`config.mk`:
```
export PLATFORM = sky130hd
export DESIGN_NAME = tns_out_fifo
export DESIGN_NICKNAME = d
export VERILOG_FILES = /design/src/design/texture_nearest_sample_core_defines.svh /design/src/design/tns_pkg.sv /design/src/design/tns_out_fifo.sv
export SDC_FILE = /design/constraint.sdc
export NUM_CORES = 1
export LEC_CHECK = 0
export BUFFER_PORTS_ARGS = -buffer_cell sky130_fd_sc_hd__buf_2
export CAP_MARGIN = 15
export CORE_UTILIZATION = 55
export CTS_CLUSTER_SIZE = 10
export DETAILED_ROUTE_END_ITERATION = 7
export PLACE_DENSITY = 0.69
export SLEW_MARGIN = 20
export SYNTH_ARGS = -nofsm -noshare
export SYNTH_HDL_FRONTEND = slang
export SYNTH_SLANG_ARGS = --single-unit
```
`constraint.sdc`:
```
create_clock -name clk_i -period 6.7 [get_ports clk_i]
set_input_delay 0.335 -clock clk_i [delete_from_list [all_inputs] [get_ports clk_i]]
set_output_delay 0.335 -clock clk_i [all_outputs]
set_load 0.02 [all_outputs]
```
`src/design/texture_nearest_sample_core_defines.svh`:
```
// assertion macros for the nearest-neighbor texture sampler
`ifndef TEXTURE_NEAREST_SAMPLE_CORE_DEFINES_SVH
`define TEXTURE_NEAREST_SAMPLE_CORE_DEFINES_SVH
`ifndef SYNTHESIS
`define TNS_ASSERT(name, clk, rstn, prop) \
  name: assert property (@(posedge clk) disable iff (!rstn) prop) \
    else $error("tns check failed");
`define TNS_ASSERT_NEXT(name, clk, rstn, ante, cons) \
  name: assert property (@(posedge clk) disable iff (!rstn) (ante) |=> (cons)) \
    else $error("tns check failed");
`else
`define TNS_ASSERT(name, clk, rstn, prop)
`define TNS_ASSERT_NEXT(name, clk, rstn, ante, cons)
`endif
`endif

```
`src/design/tns_pkg.sv`:
```
// shared types, constants and helpers of the texture sampler
package tns_pkg;

  localparam int MaxFacesDef  = 1024;
  localparam int TexWordsDef  = 65536;

  localparam int FuncW        = 2;
  localparam int FaceW        = 10;
  localparam int CornerSelW   = 2;
  localparam int CoordW       = 17;
  localparam int TexAddrInW   = 16;
  localparam int ColorW       = 8;
  localparam int WeightW      = 16;
  localparam int CornerW      = 2 * CoordW;
  localparam int TexelW       = 3 * ColorW;
  localparam int SizeW        = 11;
  localparam int PixW         = 11;
  localparam int PixOutW      = 10;
  localparam int AddrW        = 2 * SizeW;
  localparam int CfgIdxW      = 3;
  localparam int CfgDataW     = 11;
  localparam int InDataW      = 120;
  localparam int OutDataW     = 48;
  localparam int LaneLat      = 5;
  localparam int OutFifoDepth = 16;

  typedef enum logic [FuncW-1:0] {
    FUNC_WR_CORNER = 2'd0,
    FUNC_WR_TEXEL  = 2'd1,
    FUNC_SAMPLE    = 2'd2
  } func_e;

  typedef enum logic [CfgIdxW-1:0] {
    CFG_DIFFUSE_RED   = 3'd0,
    CFG_DIFFUSE_GREEN = 3'd1,
    CFG_DIFFUSE_BLUE  = 3'd2,
    CFG_IMAGE_WIDTH   = 3'd3,
    CFG_IMAGE_HEIGHT  = 3'd4
  } cfg_idx_e;

  typedef struct packed {
    logic [ColorW-1:0] red;
    logic [ColorW-1:0] green;
    logic [ColorW-1:0] blue;
  } rgb_t;

  typedef struct packed {
    logic               err;
    logic [PixOutW-1:0] pixel_y;
    logic [PixOutW-1:0] pixel_x;
    rgb_t               color;
  } result_t;

  // exact floor(v / 255) for v below 65280
  function automatic logic [ColorW-1:0] div255(input logic [2*ColorW-1:0] v);
    logic [2*ColorW:0] tmp;
    tmp = {1'b0, v} + {9'd0, v[2*ColorW-1:ColorW]} + 17'd1;
    return tmp[2*ColorW-1:ColorW];
  endfunction

endpackage

```
`src/design/tns_out_fifo.sv`:
```
// result queue between the sampling pipeline and the output stream
module tns_out_fifo import tns_pkg::*; (
  input  logic    clk_i,
  input  logic    rst_ni,
  input  logic    push_i,
  input  result_t push_data_i,
  output logic    valid_o,
  input  logic    ready_i,
  output result_t data_o
);

  localparam int PtrW = $clog2(OutFifoDepth);
  localparam int CntW = $clog2(OutFifoDepth + 1);

  result_t         mem_q [OutFifoDepth];
  logic [PtrW-1:0] wr_ptr_q, rd_ptr_q;
  logic [CntW-1:0] cnt_q;
  logic            pop;

  assign valid_o = (cnt_q != '0);
  assign pop     = valid_o && ready_i;
  assign data_o  = mem_q[rd_ptr_q];

  always_ff @(posedge clk_i) begin
    if (push_i) begin
      mem_q[wr_ptr_q] <= push_data_i;
    end
  end

  always_ff @(posedge clk_i or negedge rst_ni) begin
    if (!rst_ni) begin
      wr_ptr_q <= '0;
      rd_ptr_q <= '0;
      cnt_q    <= '0;
    end else begin
      if (push_i) begin
        wr_ptr_q <= wr_ptr_q + PtrW'(1);
      end
      if (pop) begin
        rd_ptr_q <= rd_ptr_q + PtrW'(1);
      end
      cnt_q <= cnt_q + CntW'(push_i) - CntW'(pop);
    end
  end

endmodule

```
==> results.txt <==
Leakage: 10.0 nW
RR Startpoint: cnt_q[3]
GR Overflow Total: 0
Clock buffer count from CTS: 83
Worst EP arrival: 3490 ps
Worst Setup EP: data_o[0]
Setup CP Type: reg2out
Synth unique cells: 28
Fin Setup TNS: 0 ps
Tightest Pin Transition: 965 ps
CTS tree: yes
Fin nets: 1390
WL/cell: 29.0 µm
Worst Hold Class: in2reg
Status: complete, no violations
Worst hold path startpoint: ready_i
CTS sink count: 733
Initial Util: 0.561
Data required, critical path: 6360 ps
Row count: 81
Syn_area_per_cell: 23.3 µm²
Final hold vios: 0
Syn nets: 1247
Root cell of the clock tree: clkbuf_16
Post-route antenna net violation count: 0
Postcts setup bufs: 0
Pre-Repair DR Iteration Count: 5
Slew headroom: 0.356
Total wire length: 58.2 mm
Layout area overhead: 13.0%
Post-layout util: 0.634
Die width: 226 µm
Core box area: 49300 µm²
Number of port buffers: 94
Max_cap viols: 0
Initial antenna violation count: 5
CTS max path bufs: 3
Hold depth: 3
Gp weighted congestion: 0.705
DP HPWL: 26.6 mm
Synth Instances: 1186
Fin Clk Skew: 29.1 ps
Largest net degree at the start of global routing: 125
RSZ-0062 raised after global routing: false
# IOs: 95
CP Launch Point: rd_ptr_q[0]
Clock latency on the worst-skew pair: 630 ps
Via density: 6.29
Yosys warns: 0
Fmax: 0.261 GHz
Min cycle time layout: 3830 ps
Setup Viol. Count Final: 0
# H-tree levels: 3
Main synth FF type: edfxtp_1
Vias in the first global route: 13294
Final Max Slew Viols: 0
Commonest non-fill, non-tap cell in the layout: edfxtp_1
Mapped cell area: 27600 µm²
Iter 0 DRT Violations: 1187
Final cycle utilization of the critical path: 0.571
Max FO, Critical Path: 48
Max VDD drop: 0.000300 V
Crit. End Element: output pin
Die area: 51100 µm²
Clock transition at the registers of the reported paths: 50 ps
Terminus of the critical flop-to-flop path: cnt_q[4]
Ys async rst share: 0.0177
Total GRT Usage: 0.238
Register area share after synthesis: 0.794
Most frequent cells in the layout: edfxtp_1 (720), mux4_2 (180), buf_2 (94)
First-pass GRT wire length: 85.7 mm
Startpoint Class: flop
WHS: 37.6 ps
Die Ht: 226 µm
R2R cell count: 12
Reg2Reg Setup Slack: 3770 ps
Share of layout cells above drive strength 1: 0.308
Pwr/cell area: 434 nW/µm²
Flop and latch count out of synthesis: 733
Post-synth EDFFs: 720
Post-route DRC: 0
Vias: 12597
-- power by group --
part	leakage, nW	switching [W]	internal [W]	total (W)
combinational	2.28	0.00227	0.00163	0.00390
sequential	6.66	0.000267	0.00554	0.00581
clock	1.08	0.00162	0.00223	0.00386
total	10.0	0.00416	0.00940	0.0136
-- through the flow --
stage / cells / setup WS (ps) / instance area, µm² / power (W)
after detailed placement: 1907 / 3390 / 29000 / 0.00986
after floorplan: 1186 / 2380 / 27600 / 0.00858
after global placement: 1907 / 3400 / 29000 / 0.00980
after CTS: 2003 / 2730 / 31200 / 0.0137
final: 2004 / 2870 / 31200 / 0.0136
after global routing: 2004 / 2580 / 31200 / 0.0141
-- per-layer routing --
layer / part of all wire / global-route usage
met2: 0.52 / 0.398
met1: 0.40 / 0.320
met5: 0.00084 / 0
met4: 0.019 / 0.0759
met3: 0.061 / 0.0424
-- flip-flops by register name (all words and copies together) (netlist names) --
register  flops
rd_ptr_q      4
cnt_q         5
mem_q       720
wr_ptr_q      4
-- layout make-up --
class | instances | area, µm²
antenna | 1 | 2.50
clock buffer | 90 | 2130
inverter | 9 | 33.8
sequential | 733 | 22000
multi-input combinational | 382 | 5510
timing repair buffer | 120 | 693
clock inverter | 5 | 71.3
tap | 664 | 831
fill | 3279 | 18000
-- worst max-delay path, stage by stage, from the launching register on --
cell and delay (ps):
dfrtp_4 880, buf_4 850, mux4_2 610, a22oi_1 250, nand2_1 80, buf_2 160
-- synthesized netlist by cell type (5+ instances only) --
library cell  number  share of area
a22oi_1           90          0.024
buf_1              6        0.00081
buf_2             18         0.0033
buf_4              9         0.0024
clkbuf_1          29         0.0039
dfrtp_1           13          0.012
edfxtp_1         720           0.78
ha_1              11         0.0050
inv_1              9         0.0012
mux4_2           180           0.15
nand2_1           54         0.0073
nand2b_1           5         0.0011
nor2_1            15         0.0020
xnor2_1            6         0.0019
-- worst min path at each step --
| stage | end |
|---|---|
| after floorplan | cnt_q[0] |
| after global placement | cnt_q[2] |
| after detailed placement | cnt_q[2] |
| after CTS | rd_ptr_q[3] |
| after global routing | rd_ptr_q[3] |
| final | rd_ptr_q[3] |
-- cells by family (layout without fill, tap and decap cells) --
kind of cell             count (synthesis)  count (layout)  share of synthesized area
AND/OR/NAND/NOR                         84              84                     0.0127
XOR/XNOR                                10              10                    0.00317
other                                    0               1                          0
flip-flops                             733             733                      0.794
multiplexers                           181             181                      0.147
AO/OA/AOI/OAI                           95              95                     0.0255
adder cells (fa/ha/maj)                 12              12                    0.00570
buffers and inverters                   71             224                     0.0117
-- timing repair --
action                    4_1_cts  5_1_grt
hold endpoints to repair       13        0
gates resized for setup         0        0
hold buffers                    1        0
Note: power is estimated with default switching activity, not from simulation.
