## config.mk

```make
export PLATFORM = sky130hd
export DESIGN_NAME = tns_modulate
export DESIGN_NICKNAME = d
export VERILOG_FILES = /design/src/design/texture_nearest_sample_core_defines.svh /design/src/design/tns_pkg.sv /design/src/design/tns_modulate.sv
export SDC_FILE = /design/constraint.sdc
export NUM_CORES = 1
export LEC_CHECK = 0
export BUFFER_PORTS_ARGS = -buffer_cell sky130_fd_sc_hd__buf_4
export CAP_MARGIN = 20
export CORE_MARGIN = 2
export CORE_UTILIZATION = 55
export CTS_CLUSTER_SIZE = 24
export DETAILED_ROUTE_END_ITERATION = 8
export GPL_TIMING_DRIVEN = 0
export PLACE_DENSITY = 0.74
export SLEW_MARGIN = 0
export SYNTH_ARGS = -nofsm -noshare
export SYNTH_HDL_FRONTEND = slang
export SYNTH_SLANG_ARGS = --single-unit
```

## constraint.sdc

```tcl
create_clock -name clk_i -period 12.8 [get_ports clk_i]
set_input_delay 1.28 -clock clk_i [delete_from_list [all_inputs] [get_ports clk_i]]
set_output_delay 1.28 -clock clk_i [all_outputs]
set_load 0.05 [all_outputs]
```

## src/design/texture_nearest_sample_core_defines.svh

```systemverilog
// assertion macros for the nearest-neighbor texture sampler
`ifndef TEXTURE_NEAREST_SAMPLE_CORE_DEFINES_SVH
`define TEXTURE_NEAREST_SAMPLE_CORE_DEFINES_SVH
`ifndef SYNTHESIS
`define TNS_ASSERT(name, clk, rstn, prop) \
  name: assert property (@(posedge clk) disable iff (!rstn) prop) \
    else $error("tns check failed");
`define TNS_ASSERT_NEXT(name, clk, rstn, ante, cons) \
  name: assert property (@(posedge clk) disable iff (!rstn) (ante) |=> (cons)) \
    else $error("tns check failed");
`else
`define TNS_ASSERT(name, clk, rstn, prop)
`define TNS_ASSERT_NEXT(name, clk, rstn, ante, cons)
`endif
`endif

```

## src/design/tns_pkg.sv

```systemverilog
// shared types, constants and helpers of the texture sampler
package tns_pkg;

  localparam int MaxFacesDef  = 1024;
  localparam int TexWordsDef  = 65536;

  localparam int FuncW        = 2;
  localparam int FaceW        = 10;
  localparam int CornerSelW   = 2;
  localparam int CoordW       = 17;
  localparam int TexAddrInW   = 16;
  localparam int ColorW       = 8;
  localparam int WeightW      = 16;
  localparam int CornerW      = 2 * CoordW;
  localparam int TexelW       = 3 * ColorW;
  localparam int SizeW        = 11;
  localparam int PixW         = 11;
  localparam int PixOutW      = 10;
  localparam int AddrW        = 2 * SizeW;
  localparam int CfgIdxW      = 3;
  localparam int CfgDataW     = 11;
  localparam int InDataW      = 120;
  localparam int OutDataW     = 48;
  localparam int LaneLat      = 5;
  localparam int OutFifoDepth = 16;

  typedef enum logic [FuncW-1:0] {
    FUNC_WR_CORNER = 2'd0,
    FUNC_WR_TEXEL  = 2'd1,
    FUNC_SAMPLE    = 2'd2
  } func_e;

  typedef enum logic [CfgIdxW-1:0] {
    CFG_DIFFUSE_RED   = 3'd0,
    CFG_DIFFUSE_GREEN = 3'd1,
    CFG_DIFFUSE_BLUE  = 3'd2,
    CFG_IMAGE_WIDTH   = 3'd3,
    CFG_IMAGE_HEIGHT  = 3'd4
  } cfg_idx_e;

  typedef struct packed {
    logic [ColorW-1:0] red;
    logic [ColorW-1:0] green;
    logic [ColorW-1:0] blue;
  } rgb_t;

  typedef struct packed {
    logic               err;
    logic [PixOutW-1:0] pixel_y;
    logic [PixOutW-1:0] pixel_x;
    rgb_t               color;
  } result_t;

  // exact floor(v / 255) for v below 65280
  function automatic logic [ColorW-1:0] div255(input logic [2*ColorW-1:0] v);
    logic [2*ColorW:0] tmp;
    tmp = {1'b0, v} + {9'd0, v[2*ColorW-1:ColorW]} + 17'd1;
    return tmp[2*ColorW-1:ColorW];
  endfunction

endpackage

```

## src/design/tns_modulate.sv

```systemverilog
// per-channel diffuse modulation, (d*p+127)/255, two register stages
module tns_modulate import tns_pkg::*; (
  input  logic clk_i,
  input  rgb_t diffuse_i,
  input  rgb_t texel_i,
  output rgb_t color_o
);

  logic [2*ColorW-1:0] v_q [3];
  logic [ColorW-1:0]   c_q [3];
  logic [ColorW-1:0]   d_ch [3];
  logic [ColorW-1:0]   p_ch [3];

  assign d_ch[0] = diffuse_i.red;
  assign d_ch[1] = diffuse_i.green;
  assign d_ch[2] = diffuse_i.blue;
  assign p_ch[0] = texel_i.red;
  assign p_ch[1] = texel_i.green;
  assign p_ch[2] = texel_i.blue;

  for (genvar k = 0; k < 3; k++) begin : g_ch
    always_ff @(posedge clk_i) begin
      v_q[k] <= (2*ColorW)'(d_ch[k]) * (2*ColorW)'(p_ch[k]) + (2*ColorW)'(127);
      c_q[k] <= div255(v_q[k]);
    end
  end

  assign color_o.red   = c_q[0];
  assign color_o.green = c_q[1];
  assign color_o.blue  = c_q[2];

endmodule

```

==> results.txt <==
----------------------------------------------------
[Status]
  Outcome ... finished, final reports clean

[Synth]
  Ys async rst share ... 0%
  Number of different library cells in the post-synthesis netlist ... 56
  Flop and latch count out of synthesis ... just over 70
  Average footprint of a synthesized cell ... 9.13 um^2
  Combinational family with the most area after synthesis ... adder cells
  Share of cell area taken by muxes after synthesis ... less than 1%
  Net count after synthesis ... 1292
  Post-synthesis compound-gate area fraction ... 8.83%
  Yosys warning total ... 0
  Register area share after synthesis ... 15.9%
  Basic-gate share of the synthesized area counting and, or, nand and nor cells ... 17.3%
  Gate count after technology mapping ... ~990
  Xor-xnor portion of the synthesized cell area ... between 5 and 6%
  Primary flip-flop cell chosen by synthesis mapping ... dfxtp_1
  Number of enable flip-flop cells after synthesis ... 0
  Summed instance area of the synthesized netlist ... 9070 um^2
  Adder-cell share of the synthesized area ... 44.8%

[Global routing]
  Maximum number of pins on one net before global-route repair ... 14
  Number of antenna violations at the first check in global routing ... 0
  Total overflow reported by the global router ... 0
  Global-route wire length before repair ... 30400 um
  Total routing resource utilization after global routing ... 20.5%
  Via count of the first global-routing pass ... 6877

[Final layout]
  Number of nets in the layout ... around 1400
  Share of post-route cells with drive strength above 1 ... 8.96%
  Commonest non-fill, non-tap cells in the layout ... inv_1 (184), fa_1 (126), ha_1 (123), and2_1 (112), nand2_1 (101)
  Leading cell type in the layout, fill and taps excluded ... inv_1
  Post-synthesis to final-layout area growth ... 11.9%
  Filler-free cell count of the finished design ... 1298
  Number of fillers in the final layout ... 1413
  Diodes inserted ... 0

[Routing]
  Total vias in the final route ... ~6700
  Wirelength per Cell ... 13.0 um
  Final wirelength ... 16800 um
  Detailed-route vias per instance ... just over 5
  Detailed Route Iter0 Violations ... between 200 and 300
  Number of nets with antenna violations after detailed routing ... 0
  Length of the first detailed-routing pass in iterations ... 4
  DRC violation count after routing ... 0

[CTS]
  H-Tree Level Count ... 3
  CTS max path bufs ... 2
  Clock buffer count from CTS ... 9
  TritonCTS clock tree ... built
  Buffer cell driving the clock tree root ... clkbuf_16
  Hold bufs inserted after CTS ... 0
  Setup bufs post-CTS ... 0
  Count of clock tree sinks ... 72
  Number of resized instances in the post-cts repair step ... 0
  Clock network latency to the later pin of the worst-skew pair ... between 0.3 and 0.4 ns
  Worst-path clk slew ... 0.06 ns

[STA]
  Final-report setup violation count ... 0
  Max frequency ... 0.200 GHz
  Actual transition at the worst max-transition pin ... 0.544 ns
  Post-route setup slack ... roughly 7.8 ns
  Setup total negative slack ... 0 ns
  Clock period minus worst slack ... approximately 5 ns
  Unrepaired setup endpoints after global routing ... false
  Clock skew after layout ... 0.0157 ns
  Final count of pins violating max slew ... 0
  Worst-case headroom to the max-slew limit ... 63.5%
  Post-Route Hold Slack ... 0.492 ns
  Final clock period utilization by the worst path ... roughly 40%
  Hold Violations, Final ... 0

[Setup path]
  Kind of capture point of the worst setup path ... flip-flop
  Worst endpoint required time ... between 10 and 15 ns
  Critical Path AT ... 5.23 ns
  Critical Path Source Type ... primary input
  Crit Path Max Fanout ... 8
  Worst Setup Path Type ... in -> reg

[Placement]
  Post-place setup slack ... roughly 7.5 ns
  Placer Congestion ... around 0.86
  Placed wire-length estimate after detailed placement ... between 10000 and 15000 um
  Number of cells after detailed placement ... 1282
  Count of input and output buffers ... 72

[Worst hold path]
  Class of the tightest hold or removal check ... reg -> reg

[Floorplan]
  Number of rows in the core area ... 46
  Starting density of the core ... 56.7%
  Num ports ... between 70 and 80
  Core outline area ... about 16000 um^2
  Die Span Y ... 132 um
  Area of the die ... 17500 um^2
  Die boundary width ... 132 um

[Power]
  Total power divided by cell area ... 211 nW/um^2
  Leakage power figure ... 0.00523 uW
  Peak VDD IR ... 156 uV

[Run]
  # Max-Cap Violations ... 0

----------------------------------------------------
through the flow:
stage,total power [uW],instance area [um^2],util (%)
final,2140,10200,63.5
after global routing,2380,10200,63.5
after floorplan,1580,9070,-
after global placement,1880,9880,61.8
after detailed placement,1910,9880,61.8
after CTS,2150,10200,63.5
logic make-up (layout without fill, tap and decap cells):
kind of cell | after synthesis | after routing
flops | 72 | 72
buf+inv | 191 | 279
mux | 1 | 1
simple gates | 307 | 307
compound gates | 121 | 121
fa+ha+maj | 249 | 249
xor+xnor | 53 | 53
metal layers:
layer,GRT usage [%],part of all wire (%),vias to the layer above
met1,27.9,47,3232
met2,35.6,50,98
met3,2.26,2.6,9
met5,0,0,-
met4,4.12,0.66,0
li1,-,-,3343
registers in the layout, summed over array words and instances, names as in the netlist:
register,flops
v_q,48
c_q,24
synthesized netlist by cell type (4+ instances only):
| library cell | number | share of area, % |
|---|---|---|
| a211oi_1 | 7 | 0.58 |
| a21o_1 | 7 | 0.58 |
| a21oi_1 | 35 | 1.9 |
| a31oi_1 | 4 | 0.28 |
| and2_1 | 112 | 7.7 |
| and3_1 | 4 | 0.28 |
| clkbuf_1 | 6 | 0.25 |
| dfxtp_1 | 72 | 16 |
| fa_1 | 126 | 28 |
| ha_1 | 123 | 17 |
| inv_1 | 184 | 7.6 |
| nand2_1 | 101 | 4.2 |
| nand3_1 | 15 | 0.83 |
| nor2_1 | 30 | 1.2 |
| nor2b_1 | 7 | 0.48 |
| nor3_1 | 17 | 0.94 |
| nor4_1 | 4 | 0.28 |
| o21a_1 | 13 | 1.1 |
| o21ai_0 | 12 | 0.66 |
| o21ai_1 | 9 | 0.50 |
| o22ai_1 | 4 | 0.28 |
| o31ai_1 | 4 | 0.33 |
| xnor2_1 | 35 | 3.4 |
| xor2_1 | 18 | 1.7 |
path summary, 6_finish.rpt:
check               from         end  slack, ns  cells after the start
max          texel_i[19]  v_q[0][12]       7.80                     14
min            v_q[0][8]   c_q[0][0]       0.49                      1
min reg2reg    v_q[0][8]   c_q[0][0]       0.49                      1
max reg2reg   v_q[0][13]   c_q[0][7]      10.60                      6
cell type report:
cell class	count	area (um^2)	share of cell area, %
clock inverters	6	42.5	0.419
repair buffers	72	541	5.32
flip-flops and latches	72	1440	14.2
clock buffers	10	229	2.25
multi-input cells	731	6910	68.1
plain buffers	7	30.0	0.296
inverters	184	691	6.80
well taps	216	270	2.66
where the power goes:
part,switching (uW),internal [uW]
Clock,91.1,132
Combinational,863,637
Sequential,70.0,346
Total,1020,1120
critical path: stages:
cell       delay, ns
buf_4           0.14
and2_1          0.18
fa_1            0.44
fa_1            0.49
fa_1            0.56
inv_1           0.05
fa_1            0.47
inv_1           0.04
ha_1            0.34
or4_4           0.50
o21ai_2         0.09
a211oi_2        0.08
or4_1           0.44
o2111ai_1       0.12
Note: power is estimated with default switching activity, not from simulation.
