**src/design/texture_nearest_sample_core_defines.svh**
```systemverilog
// assertion macros for the nearest-neighbor texture sampler
`ifndef TEXTURE_NEAREST_SAMPLE_CORE_DEFINES_SVH
`define TEXTURE_NEAREST_SAMPLE_CORE_DEFINES_SVH
`ifndef SYNTHESIS
`define TNS_ASSERT(name, clk, rstn, prop) \
  name: assert property (@(posedge clk) disable iff (!rstn) prop) \
    else $error("tns check failed");
`define TNS_ASSERT_NEXT(name, clk, rstn, ante, cons) \
  name: assert property (@(posedge clk) disable iff (!rstn) (ante) |=> (cons)) \
    else $error("tns check failed");
`else
`define TNS_ASSERT(name, clk, rstn, prop)
`define TNS_ASSERT_NEXT(name, clk, rstn, ante, cons)
`endif
`endif

```
**src/design/tns_pkg.sv**
```systemverilog
// shared types, constants and helpers of the texture sampler
package tns_pkg;

  localparam int MaxFacesDef  = 1024;
  localparam int TexWordsDef  = 65536;

  localparam int FuncW        = 2;
  localparam int FaceW        = 10;
  localparam int CornerSelW   = 2;
  localparam int CoordW       = 17;
  localparam int TexAddrInW   = 16;
  localparam int ColorW       = 8;
  localparam int WeightW      = 16;
  localparam int CornerW      = 2 * CoordW;
  localparam int TexelW       = 3 * ColorW;
  localparam int SizeW        = 11;
  localparam int PixW         = 11;
  localparam int PixOutW      = 10;
  localparam int AddrW        = 2 * SizeW;
  localparam int CfgIdxW      = 3;
  localparam int CfgDataW     = 11;
  localparam int InDataW      = 120;
  localparam int OutDataW     = 48;
  localparam int LaneLat      = 5;
  localparam int OutFifoDepth = 16;

  typedef enum logic [FuncW-1:0] {
    FUNC_WR_CORNER = 2'd0,
    FUNC_WR_TEXEL  = 2'd1,
    FUNC_SAMPLE    = 2'd2
  } func_e;

  typedef enum logic [CfgIdxW-1:0] {
    CFG_DIFFUSE_RED   = 3'd0,
    CFG_DIFFUSE_GREEN = 3'd1,
    CFG_DIFFUSE_BLUE  = 3'd2,
    CFG_IMAGE_WIDTH   = 3'd3,
    CFG_IMAGE_HEIGHT  = 3'd4
  } cfg_idx_e;

  typedef struct packed {
    logic [ColorW-1:0] red;
    logic [ColorW-1:0] green;
    logic [ColorW-1:0] blue;
  } rgb_t;

  typedef struct packed {
    logic               err;
    logic [PixOutW-1:0] pixel_y;
    logic [PixOutW-1:0] pixel_x;
    rgb_t               color;
  } result_t;

  // exact floor(v / 255) for v below 65280
  function automatic logic [ColorW-1:0] div255(input logic [2*ColorW-1:0] v);
    logic [2*ColorW:0] tmp;
    tmp = {1'b0, v} + {9'd0, v[2*ColorW-1:ColorW]} + 17'd1;
    return tmp[2*ColorW-1:ColorW];
  endfunction

endpackage

```
**src/design/tns_coord_lane.sv**
```systemverilog
// one coordinate axis: interpolate, clamp to [0,1], scale and clamp to a pixel
module tns_coord_lane import tns_pkg::*; (
  input  logic                     clk_i,
  input  logic signed [CoordW-1:0] a_i,
  input  logic signed [CoordW-1:0] b_i,
  input  logic signed [CoordW-1:0] c_i,
  input  logic [WeightW-1:0]       wu_i,
  input  logic [WeightW-1:0]       wv_i,
  input  logic [SizeW-1:0]         size_i,
  output logic [PixW-1:0]          pix_o
);

  localparam int DiffW = CoordW + 1;
  localparam int ProdW = DiffW + WeightW + 1;
  localparam int BaseW = CoordW + 15;
  localparam int AccW  = ProdW + 2;
  localparam int TW    = 31;
  localparam int ScW   = TW + SizeW;
  localparam logic signed [AccW-1:0] OneAcc = AccW'(64'sd1 <<< 30);

  logic signed [CoordW-1:0] a_q;
  logic signed [DiffW-1:0]  db_q, dc_q;
  logic [WeightW-1:0]       wu_q, wv_q;
  logic signed [BaseW-1:0]  base_q;
  logic signed [ProdW-1:0]  pb_q, pc_q;
  logic signed [AccW-1:0]   acc;
  logic [TW-1:0]            t_d, t_q;
  logic [ScW-1:0]           scaled;
  logic [PixW-1:0]          p_q;
  logic [SizeW-1:0]         last_pix;
  logic [PixW-1:0]          pix_d, pix_q;

  always_ff @(posedge clk_i) begin
    a_q    <= a_i;
    db_q   <= DiffW'(b_i) - DiffW'(a_i);
    dc_q   <= DiffW'(c_i) - DiffW'(a_i);
    wu_q   <= wu_i;
    wv_q   <= wv_i;
    base_q <= BaseW'(a_q) <<< 15;
    pb_q   <= ProdW'(db_q) * ProdW'(signed'({1'b0, wu_q}));
    pc_q   <= ProdW'(dc_q) * ProdW'(signed'({1'b0, wv_q}));
    t_q    <= t_d;
    p_q    <= scaled[ScW-2 -: PixW];
    pix_q  <= pix_d;
  end

  always_comb begin
    acc = AccW'(base_q) + AccW'(pb_q) + AccW'(pc_q);
    if (acc < 0) begin
      t_d = '0;
    end else if (acc > OneAcc) begin
      t_d = TW'(OneAcc);
    end else begin
      t_d = acc[TW-1:0];
    end
  end

  assign scaled   = ScW'(t_q) * ScW'(size_i);
  assign last_pix = size_i - SizeW'(1);

  always_comb begin
    if (size_i == '0) begin
      pix_d = '0;
    end else if (p_q > PixW'(last_pix)) begin
      // a coordinate of exactly one lands here
      pix_d = PixW'(last_pix);
    end else begin
      pix_d = p_q;
    end
  end

  assign pix_o = pix_q;

endmodule

```
**config.mk**
```make
export PLATFORM = sky130hd
export DESIGN_NAME = tns_coord_lane
export DESIGN_NICKNAME = d
export VERILOG_FILES = /design/src/design/texture_nearest_sample_core_defines.svh /design/src/design/tns_pkg.sv /design/src/design/tns_coord_lane.sv
export SDC_FILE = /design/constraint.sdc
export NUM_CORES = 2
export LEC_CHECK = 0
export ABC_AREA = 1
export BUFFER_PORTS_ARGS = -buffer_cell sky130_fd_sc_hd__buf_2
export CORE_ASPECT_RATIO = 2
export CORE_MARGIN = 3
export CORE_UTILIZATION = 39
export CTS_CLUSTER_DIAMETER = 50
export DETAILED_ROUTE_END_ITERATION = 7
export GPL_ROUTABILITY_DRIVEN = 0
export MAX_ROUTING_LAYER = met4
export PLACE_DENSITY = 0.54
export SLEW_MARGIN = 10
export SYNTH_ARGS = -nofsm -noshare
export SYNTH_HDL_FRONTEND = slang
export SYNTH_SLANG_ARGS = --single-unit
```
**constraint.sdc**
```tcl
create_clock -name clk_i -period 6.4 [get_ports clk_i]
set_input_delay 0.64 -clock clk_i [delete_from_list [all_inputs] [get_ports clk_i]]
set_output_delay 0.64 -clock clk_i [all_outputs]
set_load 0.01 [all_outputs]
```
==> reports/qor.yml <==
final_layout:
  fin_cells: 7099
  drive_above_1_share: 0.0593
  fin_util: 0.428
  fin_nets: 6900
  area_growth_pct: 8.86
die:
  dieArea_sq_mm: 0.115
  ios: 106
  std_cell_rows: 172
  floorplan.core_area_sq_mm: 0.110
  die_h_um: 477
  die_width_um: 242
  start_util: 0.394
logic_synthesis:
  async_reset_ff_frac: 0
  synthTopCellsByArea: "fa_1 (40%), inv_1 (14%), nand2_1 (12%), dfxtp_1 (10%), ha_1 (10%)"
  ys_seq_area_frac: 0.104
  synth-main-ff-cell: "dfxtp_1"
  ys.warnings.count: 0
  synth_top_area_frac: 0.401
  synth_common_cells: "inv_1 (1617), nand2_1 (1425), fa_1 (867)"
  ys_types: 44
  synthCells: 5538
  synth.most_common_cell: "inv_1"
  synth_edf_count: 0
  synth_fp_nets: 6848
  syn_avg_cell_area_sq_um: 7.81
  synth_largest_area_cell: "fa_1"
  syn_area_sq_mm: 0.0433
  synth-seq-cells: 225
sta:
  grt_setup_unrepaired: "no"
  setup_viol: 0
  hold_ws_ps: 153
  period_share: 0.955
  max_slew_margin: 0.458
  skew_ps: 28.5
  drv_slew: 0
  tns_ps: 0
  finalHoldViolCount: 0
  fmax_ghz: 0.164
  worst_pin_slew_ps: 810
  period_minus_slack_ps: 6110
worst_setup_path:
  slowest_stage: "dfxtp_1"
  cp-start-kind: "flip-flop"
  crit_chain: "buf_4, nand2_1, fa_1, inv_1, fa_1, fa_1, fa_1, fa_1, inv_1, fa_1, inv_1, ha_1, a21oi_1, inv_1, nor2_1, o211ai_1, nand3b_1, a21oi_1, o21ai_0, xor2_1"
  worstSetupPathType: "flip-flop to flip-flop"
  end_kind: "flip-flop"
  critPathMostFrequentCell: "fa_1"
  cpPeakStageDelay_ps: 720
  worstPathRequired_ps: 6850
  crit_buf_inv: 5
  arrival_ps: 6560
  path_delay_family: "adder cells"
  crit_path_max_fanout: 10
placed_design:
  portBuffers: 105
  hpwl_um: 110000
  place_inst: 7032
routing:
  drcViolationCount: 0
  route.antenna.remaining_nets: 0
  dr.pass1.iters: 6
  drtIter0Drc: 1363
  detail_route.wl_per_cell_um: 17.9
  num_vias: 34000
  routed_wl_um: 127000
  viasPerCell: 4.79
cts:
  cts_buffers: 35
  clockBufferDepth: 3
  cts-root-buf: "clkbuf_16"
  cts.sinks: 225
  cts_tree: "built"
  clk-insertion-delay-late_ps: 590
  cts_hold_buf: 0
  clk_pin_slew_ps: 70
  htree_levels: 2
run:
  cap_violations: 0
global_route:
  overflow: 0
  grt_pass1_vias: 38200
  grtUsageTotal: 0.234
  antenna_found_initial: 5
  grt_pass1_wl_um: 202000
  grt_start_max_net_pins: 36
min_path:
  hp-class: "primary input to flip-flop"
run_status:
  status: "complete, no violations"
worst register-to-register path, delay by kind of cell (launching register included):
family / cells / cell delay (ps)
compound gates: 4 / 680
xor+xnor: 1 / 160
simple gates: 3 / 470
flops: 1 / 720
buf+inv: 5 / 490
fa+ha+maj: 7 / 3450
timing repair:
action	CTS	global route
buffers inserted	0	0
resized for setup	0	2
endpoints found under the hold margin	0	0
setup endpoints to repair	0	2
path summary, 6_finish.rpt:
kind,startpoint,to,slack (ps),cells after the start
min reg2reg,a_q[12],base_q[27],330,0
min,wv_i[11],wv_q[11],150,1
max reg2reg,db_q[12],pb_q[34],290,20
max,db_q[12],pb_q[34],290,20
stage by stage:
step                      worst slack, ps  cell area, sq um
after floorplan                       702             43300
after global placement                351             45800
after detailed placement              278             45800
after CTS                             277             47100
after global routing                 13.4             47100
final                                 287             47100
final cells by class:
class | count | area, sq um
clock buffers | 39 | 921
multi-input cells | 3481 | 31900
diodes | 4 | 10.0
clock inverters | 24 | 335
repair buffers | 228 | 1540
inverters | 1619 | 6080
flip-flops and latches | 225 | 4510
well taps | 1479 | 1850
fillers | 11300 | 62900
flip-flops by register name, indices dropped and copies added (netlist names):
| signal | cells |
|---|---|
| dc_q | 18 |
| db_q | 18 |
| pc_q | 35 |
| t_q | 31 |
| pb_q | 35 |
| wu_q | 16 |
| base_q | 17 |
| wv_q | 16 |
| a_q | 17 |
| p_q | 11 |
| pix_o | 11 |
per-layer routing:
layer	part of all wire	global-route usage	vias up
met5	0	-	-
met4	0.076	0.144	0
met3	0.025	0.0162	370
met2	0.58	0.468	749
met1	0.32	0.209	16900
li1	-	-	15900
placed cells by master (no fill, tap or decap), types with 7 or more instances in the layout:
cell and n:
o21ai_0 86, o21a_1 11, a211oi_1 8, inv_1 1617, xor2_1 84, a21oi_1 171, ha_1 348, buf_4 116
o21bai_1 12, nor2_1 171, nand2_1 1425, xnor2_1 47, nand3_1 81, fa_1 867, dfxtp_1 223, buf_12 7
nand3b_1 11, nand2_2 10, buf_2 105, nor3_1 31, a31oi_1 23, nor2_2 26, clkbuf_16 35, nand4_1 19
clkinv_8 8, a21o_1 8
cells by family (layout without fill, tap and decap cells):
| logic type | after synthesis | count (layout) | share of synthesized area |
|---|---|---|---|
| buffers and inverters | 1832 | 1910 | 0.159 |
| adders and majority gates | 1215 | 1215 | 0.502 |
| AOI/OAI and AO/OA | 346 | 346 | 0.0445 |
| xor gates and xnor gates | 131 | 131 | 0.0265 |
| and+or+nand+nor | 1789 | 1789 | 0.164 |
| DFF | 225 | 225 | 0.104 |
| other | 0 | 4 | 0 |
Power is not shown: default switching activity piles up to over one toggle a cycle in this logic, so the estimate is an artifact.
