**config.mk**
```make
export PLATFORM = sky130hd
export DESIGN_NAME = tns_ram
export DESIGN_NICKNAME = d
export VERILOG_FILES = /design/src/design/texture_nearest_sample_core_defines.svh /design/src/design/tns_ram.sv
export SDC_FILE = /design/constraint.sdc
export NUM_CORES = 1
export LEC_CHECK = 0
export BUFFER_PORTS_ARGS = -buffer_cell sky130_fd_sc_hd__buf_4
export CORE_UTILIZATION = 35
export DETAILED_ROUTE_END_ITERATION = 10
export RECOVER_POWER = 25
export SLEW_MARGIN = 5
export SYNTH_ARGS = -nofsm -noshare
export SYNTH_HDL_FRONTEND = slang
export SYNTH_SLANG_ARGS = --single-unit
```
**constraint.sdc**
```tcl
create_clock -name clk_i -period 1.8 [get_ports clk_i]
set_input_delay 0.27 -clock clk_i [delete_from_list [all_inputs] [get_ports clk_i]]
set_output_delay 0.27 -clock clk_i [all_outputs]
set_load 0.01 [all_outputs]
```
**src/design/texture_nearest_sample_core_defines.svh**
```systemverilog
// assertion macros for the nearest-neighbor texture sampler
`ifndef TEXTURE_NEAREST_SAMPLE_CORE_DEFINES_SVH
`define TEXTURE_NEAREST_SAMPLE_CORE_DEFINES_SVH
`ifndef SYNTHESIS
`define TNS_ASSERT(name, clk, rstn, prop) \
  name: assert property (@(posedge clk) disable iff (!rstn) prop) \
    else $error("tns check failed");
`define TNS_ASSERT_NEXT(name, clk, rstn, ante, cons) \
  name: assert property (@(posedge clk) disable iff (!rstn) (ante) |=> (cons)) \
    else $error("tns check failed");
`else
`define TNS_ASSERT(name, clk, rstn, prop)
`define TNS_ASSERT_NEXT(name, clk, rstn, ante, cons)
`endif
`endif

```
**src/design/tns_ram.sv**
```systemverilog
// generic single-clock ram, one write and one registered read port
module tns_ram #(
  parameter int Width = 8,
  parameter int Depth = 16,
  localparam int Aw = (Depth > 1) ? $clog2(Depth) : 1
) (
  input  logic             clk_i,
  input  logic             we_i,
  input  logic [Aw-1:0]    waddr_i,
  input  logic [Width-1:0] wdata_i,
  input  logic             re_i,
  input  logic [Aw-1:0]    raddr_i,
  output logic [Width-1:0] rdata_o
);

  logic [Width-1:0] mem_q [Depth];
  logic [Width-1:0] rdata_q;

  always_ff @(posedge clk_i) begin
    if (we_i) begin
      mem_q[waddr_i] <= wdata_i;
    end
    if (re_i) begin
      rdata_q <= mem_q[raddr_i];
    end
  end

  assign rdata_o = rdata_q;

endmodule

```
==> results of run 1 <==
## flip-flops by register name, summed over array words and instances (netlist names)
signal	cells
mem_q	128
rdata_o	8
## synthesized netlist by cell type
cell             instances  area share [%]
edfxtp_1               136              78
nand2_1                  9            0.65
clkdlybuf4s25_2          3            0.57
nand3b_1                 2            0.29
or3b_2                   1            0.17
mux4_2                  18             7.8
nor2b_1                  1            0.12
a22oi_1                 16             2.3
nand2b_1                 2            0.24
buf_2                    3            0.29
nor2_1                  13            0.93
and2_1                   1            0.12
nand3_1                  1           0.096
and2b_1                  1            0.14
nor3_1                   4            0.38
buf_6                    3            0.65
mux4_1                  14             7.0
buf_4                    1            0.14
## cell type report
cell class,count,share of cell area (%)
clock inverter,13,2.11
multi-input combinational,83,16.5
tap,184,3.60
sequential,136,63.9
clock buffer,19,6.77
timing repair buffer,57,7.12
## metrics by stage
stage	cell area, um^2	instances	hold slack [ns]	setup TNS, ns	setup WS, ns
final	6390	492	0.157	0	0.229
after floorplan	5230	229	0.369	0	0.0371
after CTS	6420	492	0.143	0	0.218
after global placement	5850	460	0.573	-0.139	-0.0769
after detailed placement	5850	460	0.583	-0.139	-0.0578
after global routing	6390	492	0.151	0	0.122
## layer usage
metal / share of wire, % / routed length (um) / vias up / track usage (%)
li1: - / - / 1116 / -
met1: 44 / 4630 / 1298 / 19.9
met2: 47 / 4990 / 98 / 21.7
met3: 7.5 / 788 / 12 / 5.26
met4: 1.1 / 118 / 0 / 5.03
met5: 0 / 0 / - / 0
## report_power, final
part           total [mW]  internal, mW  leakage, nW  switching [mW]
clock                3.31          2.13        0.277            1.18
combinational       0.377         0.174        0.652           0.203
sequential           3.59          3.57         1.24          0.0195
total                7.28          5.88         2.17            1.40
## cell usage in the layout, fill, tap and decap left out, types with 7 or more instances in the layout
| master | count |
|---|---|
| mux4_2 | 18 |
| mux4_1 | 14 |
| nor2_1 | 13 |
| a22oi_1 | 16 |
| clkbuf_1 | 8 |
| buf_4 | 47 |
| clkinv_1 | 7 |
| clkbuf_16 | 17 |
| nand2_1 | 9 |
| edfxtp_1 | 136 |
## worst paths after layout
check                           cells after the start          to  slack [ns]
worst max-delay path                                4  rdata_o[5]        0.23
worst min-delay path                                1  rdata_o[6]        0.16
worst max register to register                      4  rdata_o[5]        0.23
worst min register to register                      3  rdata_o[0]        0.75
## cell families after synthesis
| family | synth area share (%) |
|---|---|
| compound gates | 2.30 |
| mux | 14.8 |
| buf+inv | 1.65 |
| flops | 78.1 |
| simple gates | 3.14 |
## worst register-to-register path: stages, from the launching register on
cell and delay, ns:
edfxtp_1 0.35, mux4_1 0.53, a22oi_1 0.21, buf_4 0.15, nand2_1 0.07
==> results.ini, run 1 <==
[status]
status = finished clean

[finish]
regArea_um2 = 4080
diodes = 0
final_layout_size_suffix_gt1_share_pct = 30.2
nets = 314
num-fill-cells = 1263
fin_util_pct = 44.0
multi_input_area_um2 = 1060
syn2layout_area_growth_pct = 22.3

[power]
total_power_mw = 7.28
vdd_drop_max_v = 0.000688
leakage_nw = 2.17
powerDensity_nw_per_um2 = 1140

[clocking]
cts_resized = 0
cts_hold_buf = 0
cts.sinks = 136
cts_made_buffers = 17
cts_root_buf = clkbuf_16
clock_latency_ns = 0.41
clk_pin_slew_ns = 0.06
tritoncts = built
htreeDepth = 4
cts_setup_buffers = 0
clk_path_buf_depth = 2

[place]
io_buffers = 26
routabilityCongestion = 0.731

[floorplanning]
die_area_um2 = 15400
ios = 27
start_util_pct = 36.0
chipWidth_um = 124
num_rows = 44
die_y_um = 124
placeableCoreArea_um2 = 14500

[global_routing]
grt_max_degree = 20
antenna_found_initial = 0
grt_pass1_wl_um = 15900
gr-total-overflow = 0
grt.total_usage_pct = 14.6
grt_pass1_vias = 2643

[drt]
drc_errors = 0
drt_iter0_drc = 222
dr_total_vias = 2524
drt_wl_total_um = 10500
ant_nets = 0
wl_per_cell_um = 21.4
vias_per_cell = 5.13
dr.pass1.iters = 4

[critical_path]
cp_num_buf_inv = 1
max_stage_delay_ns = 0.53
cpLargestDelayFamily = multiplexers
required_ns = 1.96
path_cells = mux4_1, a22oi_1, buf_4, nand2_1
end_kind = flip-flop
path_max_fanout = 1
setup.worst_path.start = mem_q[1][5]
start_kind = flip-flop
arrival_ns = 1.73
slowest_stage = mux4_1
r2r-start = mem_q[1][5]
criticalPathCategory = flip-flop to flip-flop

[timing]
rsz0062_at_grt = false
final-hold-violation-count = 0
setup-violations-final = 0
report.final.slew_viol_count = 0
worst_pin_slew_ns = 0.667
max_freq_ghz = 0.636
slew_headroom_pct = 55.5
fin_worst_skew_ns = 0.00534
fin_crit_sh_pct = 87.3
period_needed_ns = 1.57

[synthesis]
synth.ff_latch_count = 136
yosysUniqueCellTypes = 18
seq_area_frac_synth_pct = 78.1
netlist_area_um2 = 5230
synth_fp_nets = 248
yosys_warnings = 0
syn-instance-count = 229
avgSynthCellArea_um2 = 22.8

[hold_path]
hp-start = re_i
min_path_type = primary input to flip-flop

[job]
cap_violations = 0

(Power assumes the default switching activity.)
==> inputs of run 2 (changes only) <==
--- a/config.mk
+++ b/config.mk
@@ -6,7 +6,7 @@
 export NUM_CORES = 1
 export LEC_CHECK = 0
 export BUFFER_PORTS_ARGS = -buffer_cell sky130_fd_sc_hd__buf_4
-export CORE_UTILIZATION = 35
+export CORE_UTILIZATION = 40
 export DETAILED_ROUTE_END_ITERATION = 10
 export RECOVER_POWER = 25
 export SLEW_MARGIN = 5
==> constraint.sdc (replaced) <==
create_clock -name clk_i -period 1.3 [get_ports clk_i]
set_input_delay 0.195 -clock clk_i [delete_from_list [all_inputs] [get_ports clk_i]]
set_output_delay 0.195 -clock clk_i [all_outputs]
set_load 0.01 [all_outputs]
==> run 2 against run 1 <==
  * The flow now finishes with violations (setup timing)
  * Largest power group is now clock
  * Maximum frequency rose by 9.3%
  * Sequential power up 38%
  * Routed wire length is 3.4% lower
  * Via count shrank 0.83%
  * Register-to-register slack worse by 0.37 ns
  * First-iteration DRC count down 16%
  * Critical path type unchanged
  * Worst setup slack got worse by 0.37 ns
  * Sequential share of layout area shrank 0.98 points
  * Clock power rose by 51%
==> results.ini, run 2 (same netlist as run 1, synthesis figures left out) <==
[drt]
vias_per_cell = 5.16
wl_per_cell_um = 21.0
drt_iter0_drc = 187
dr.pass1.iters = 4
dr_total_vias = 2503
drc_errors = 0
drt_wl_total_um = 10200
ant_nets = 0

[global_routing]
gr-total-overflow = 0
grt_max_degree = 17
grt_pass1_wl_um = 15500
grt.total_usage_pct = 17.3
grt_pass1_vias = 2595
antenna_found_initial = 0

[hold_path]
min_path_type = primary input to flip-flop
hp-start = re_i

[clocking]
clk_pin_slew_ns = 0.06
htreeDepth = 4
cts_setup_buffers = 0
cts.sinks = 136
clock_latency_ns = 0.41
clk_path_buf_depth = 2
tritoncts = built
cts_made_buffers = 17
cts_root_buf = clkbuf_16

[place]
post-place-cells = 454
post-dp-hpwl_um = 6820
routabilityCongestion = 0.710
io_buffers = 26

[floorplanning]
ios = 27
num_rows = 41
die_y_um = 116
start_util_pct = 41.3
placeableCoreArea_um2 = 12700
chipWidth_um = 116
die_area_um2 = 13500

[job]
cap_violations = 0

[timing]
max_freq_ghz = 0.695
final-hold-violation-count = 0
worst_pin_slew_ns = 1.03
fin_ws_ns = -0.138
fin_crit_sh_pct = 111
setup-violations-final = 8
report.final.slew_viol_count = 0
period_needed_ns = 1.44
fin_worst_skew_ns = 0.00329
rsz0062_at_grt = true
slew_headroom_pct = 30.9

[critical_path]
arrival_ns = 1.59
path_max_fanout = 1
end_kind = flip-flop
setup.worst_path.start = mem_q[0][2]
cp_num_buf_inv = 0
slowest_stage = mux4_2
cpLargestDelayFamily = multiplexers
r2r-start = mem_q[0][2]
criticalPathCategory = flip-flop to flip-flop
required_ns = 1.45
path_cells = mux4_2, a22oi_2, nand2_1
max_stage_delay_ns = 0.48
start_kind = flip-flop

[finish]
diodes = 0
largest-register = mem_q
layout.cells.most_common = edfxtp_1
final_cells = 485
final_layout_size_suffix_gt1_share_pct = 42.5
num-fill-cells = 1002
mostFrequentLayoutCells = edfxtp_1, buf_4, mux4_2
largest_reg_flops = 128
nets = 319
syn2layout_area_growth_pct = 24.2

[power]
vdd_drop_max_v = 0.00100
leakage_nw = 2.16
powerDensity_nw_per_um2 = 1620
total_power_mw = 10.5

[status]
status = complete, but fails checks
failed_checks = setup timing

## run 2: cell count changes in the layout (fill, tap and decap cells not counted), sizes merged
cell / previous run / this run
clkinvlp: 0 / 2
inv: 0 / 3
buf: 51 / 55
clkinv: 10 / 5
bufinv: 3 / 4
## run 2: repair_timing
item / 4_1_cts / 5_1_grt
hold buffers: 0 / 0
endpoints found under the hold margin: 0 / 0
endpoints found under the setup margin: 8 / 8
resized for setup: 7 / 2
pin swaps: 3 / 4
## run 2: final timing paths
check                                   to  depth (start not counted)  slack (ns)
worst min register to register  rdata_o[1]                          3        0.75
worst max-delay path            rdata_o[2]                          3       -0.14
worst min-delay path            rdata_o[2]                          1        0.10
worst max register to register  rdata_o[2]                          3       -0.14
## run 2: worst reg2reg max path, delay by kind of cell, from the launching register on
family | cells | cell delay [ns]
AND/OR/NAND/NOR | 1 | 0.10
AO/OA/AOI/OAI | 1 | 0.24
flip-flops | 1 | 0.37
multiplexers | 1 | 0.48
## run 2: cell type report
class,count,area (um^2),area share (%)
clock inverters,14,196,3.02
multi-input cells,83,1080,16.6
clock buffers,18,429,6.61
flip-flops and latches,136,4080,62.9
well taps,172,215,3.31
repair buffers,62,489,7.53
## run 2: through the flow
stage | setup WS (ns) | util [%] | hold slack [ns] | instance area (um^2) | TNS, ns
2_1_floorplan | -0.0954 | - | 0.294 | 5250 | -0.752
3_3_place_gp | -0.413 | 46.3 | 0.506 | 5870 | -8.20
3_5_place_dp | -0.410 | 46.3 | 0.510 | 5870 | -8.96
4_1_cts | -0.148 | 51.4 | 0.0747 | 6510 | -0.855
5_1_grt | -0.171 | 51.3 | 0.0928 | 6490 | -1.13
6_report | -0.138 | 51.3 | 0.104 | 6490 | -0.679
## run 2: where the power goes
group / internal [mW] / leakage [nW] / switching (mW) / total, mW
clock: 3.22 / 0.299 / 1.77 / 4.99
sequential: 4.94 / 1.24 / 0.0278 / 4.97
combinational: 0.253 / 0.627 / 0.287 / 0.539
## run 2: per-layer routing
metal / vias to the layer above / track usage, % / routed length (um)
met5: - / 0 / 0
met3: 16 / 4.10 / 527
met1: 1298 / 23.8 / 4630
li1: 1116 / - / -
met4: 0 / 8.21 / 163
met2: 73 / 26.2 / 4850
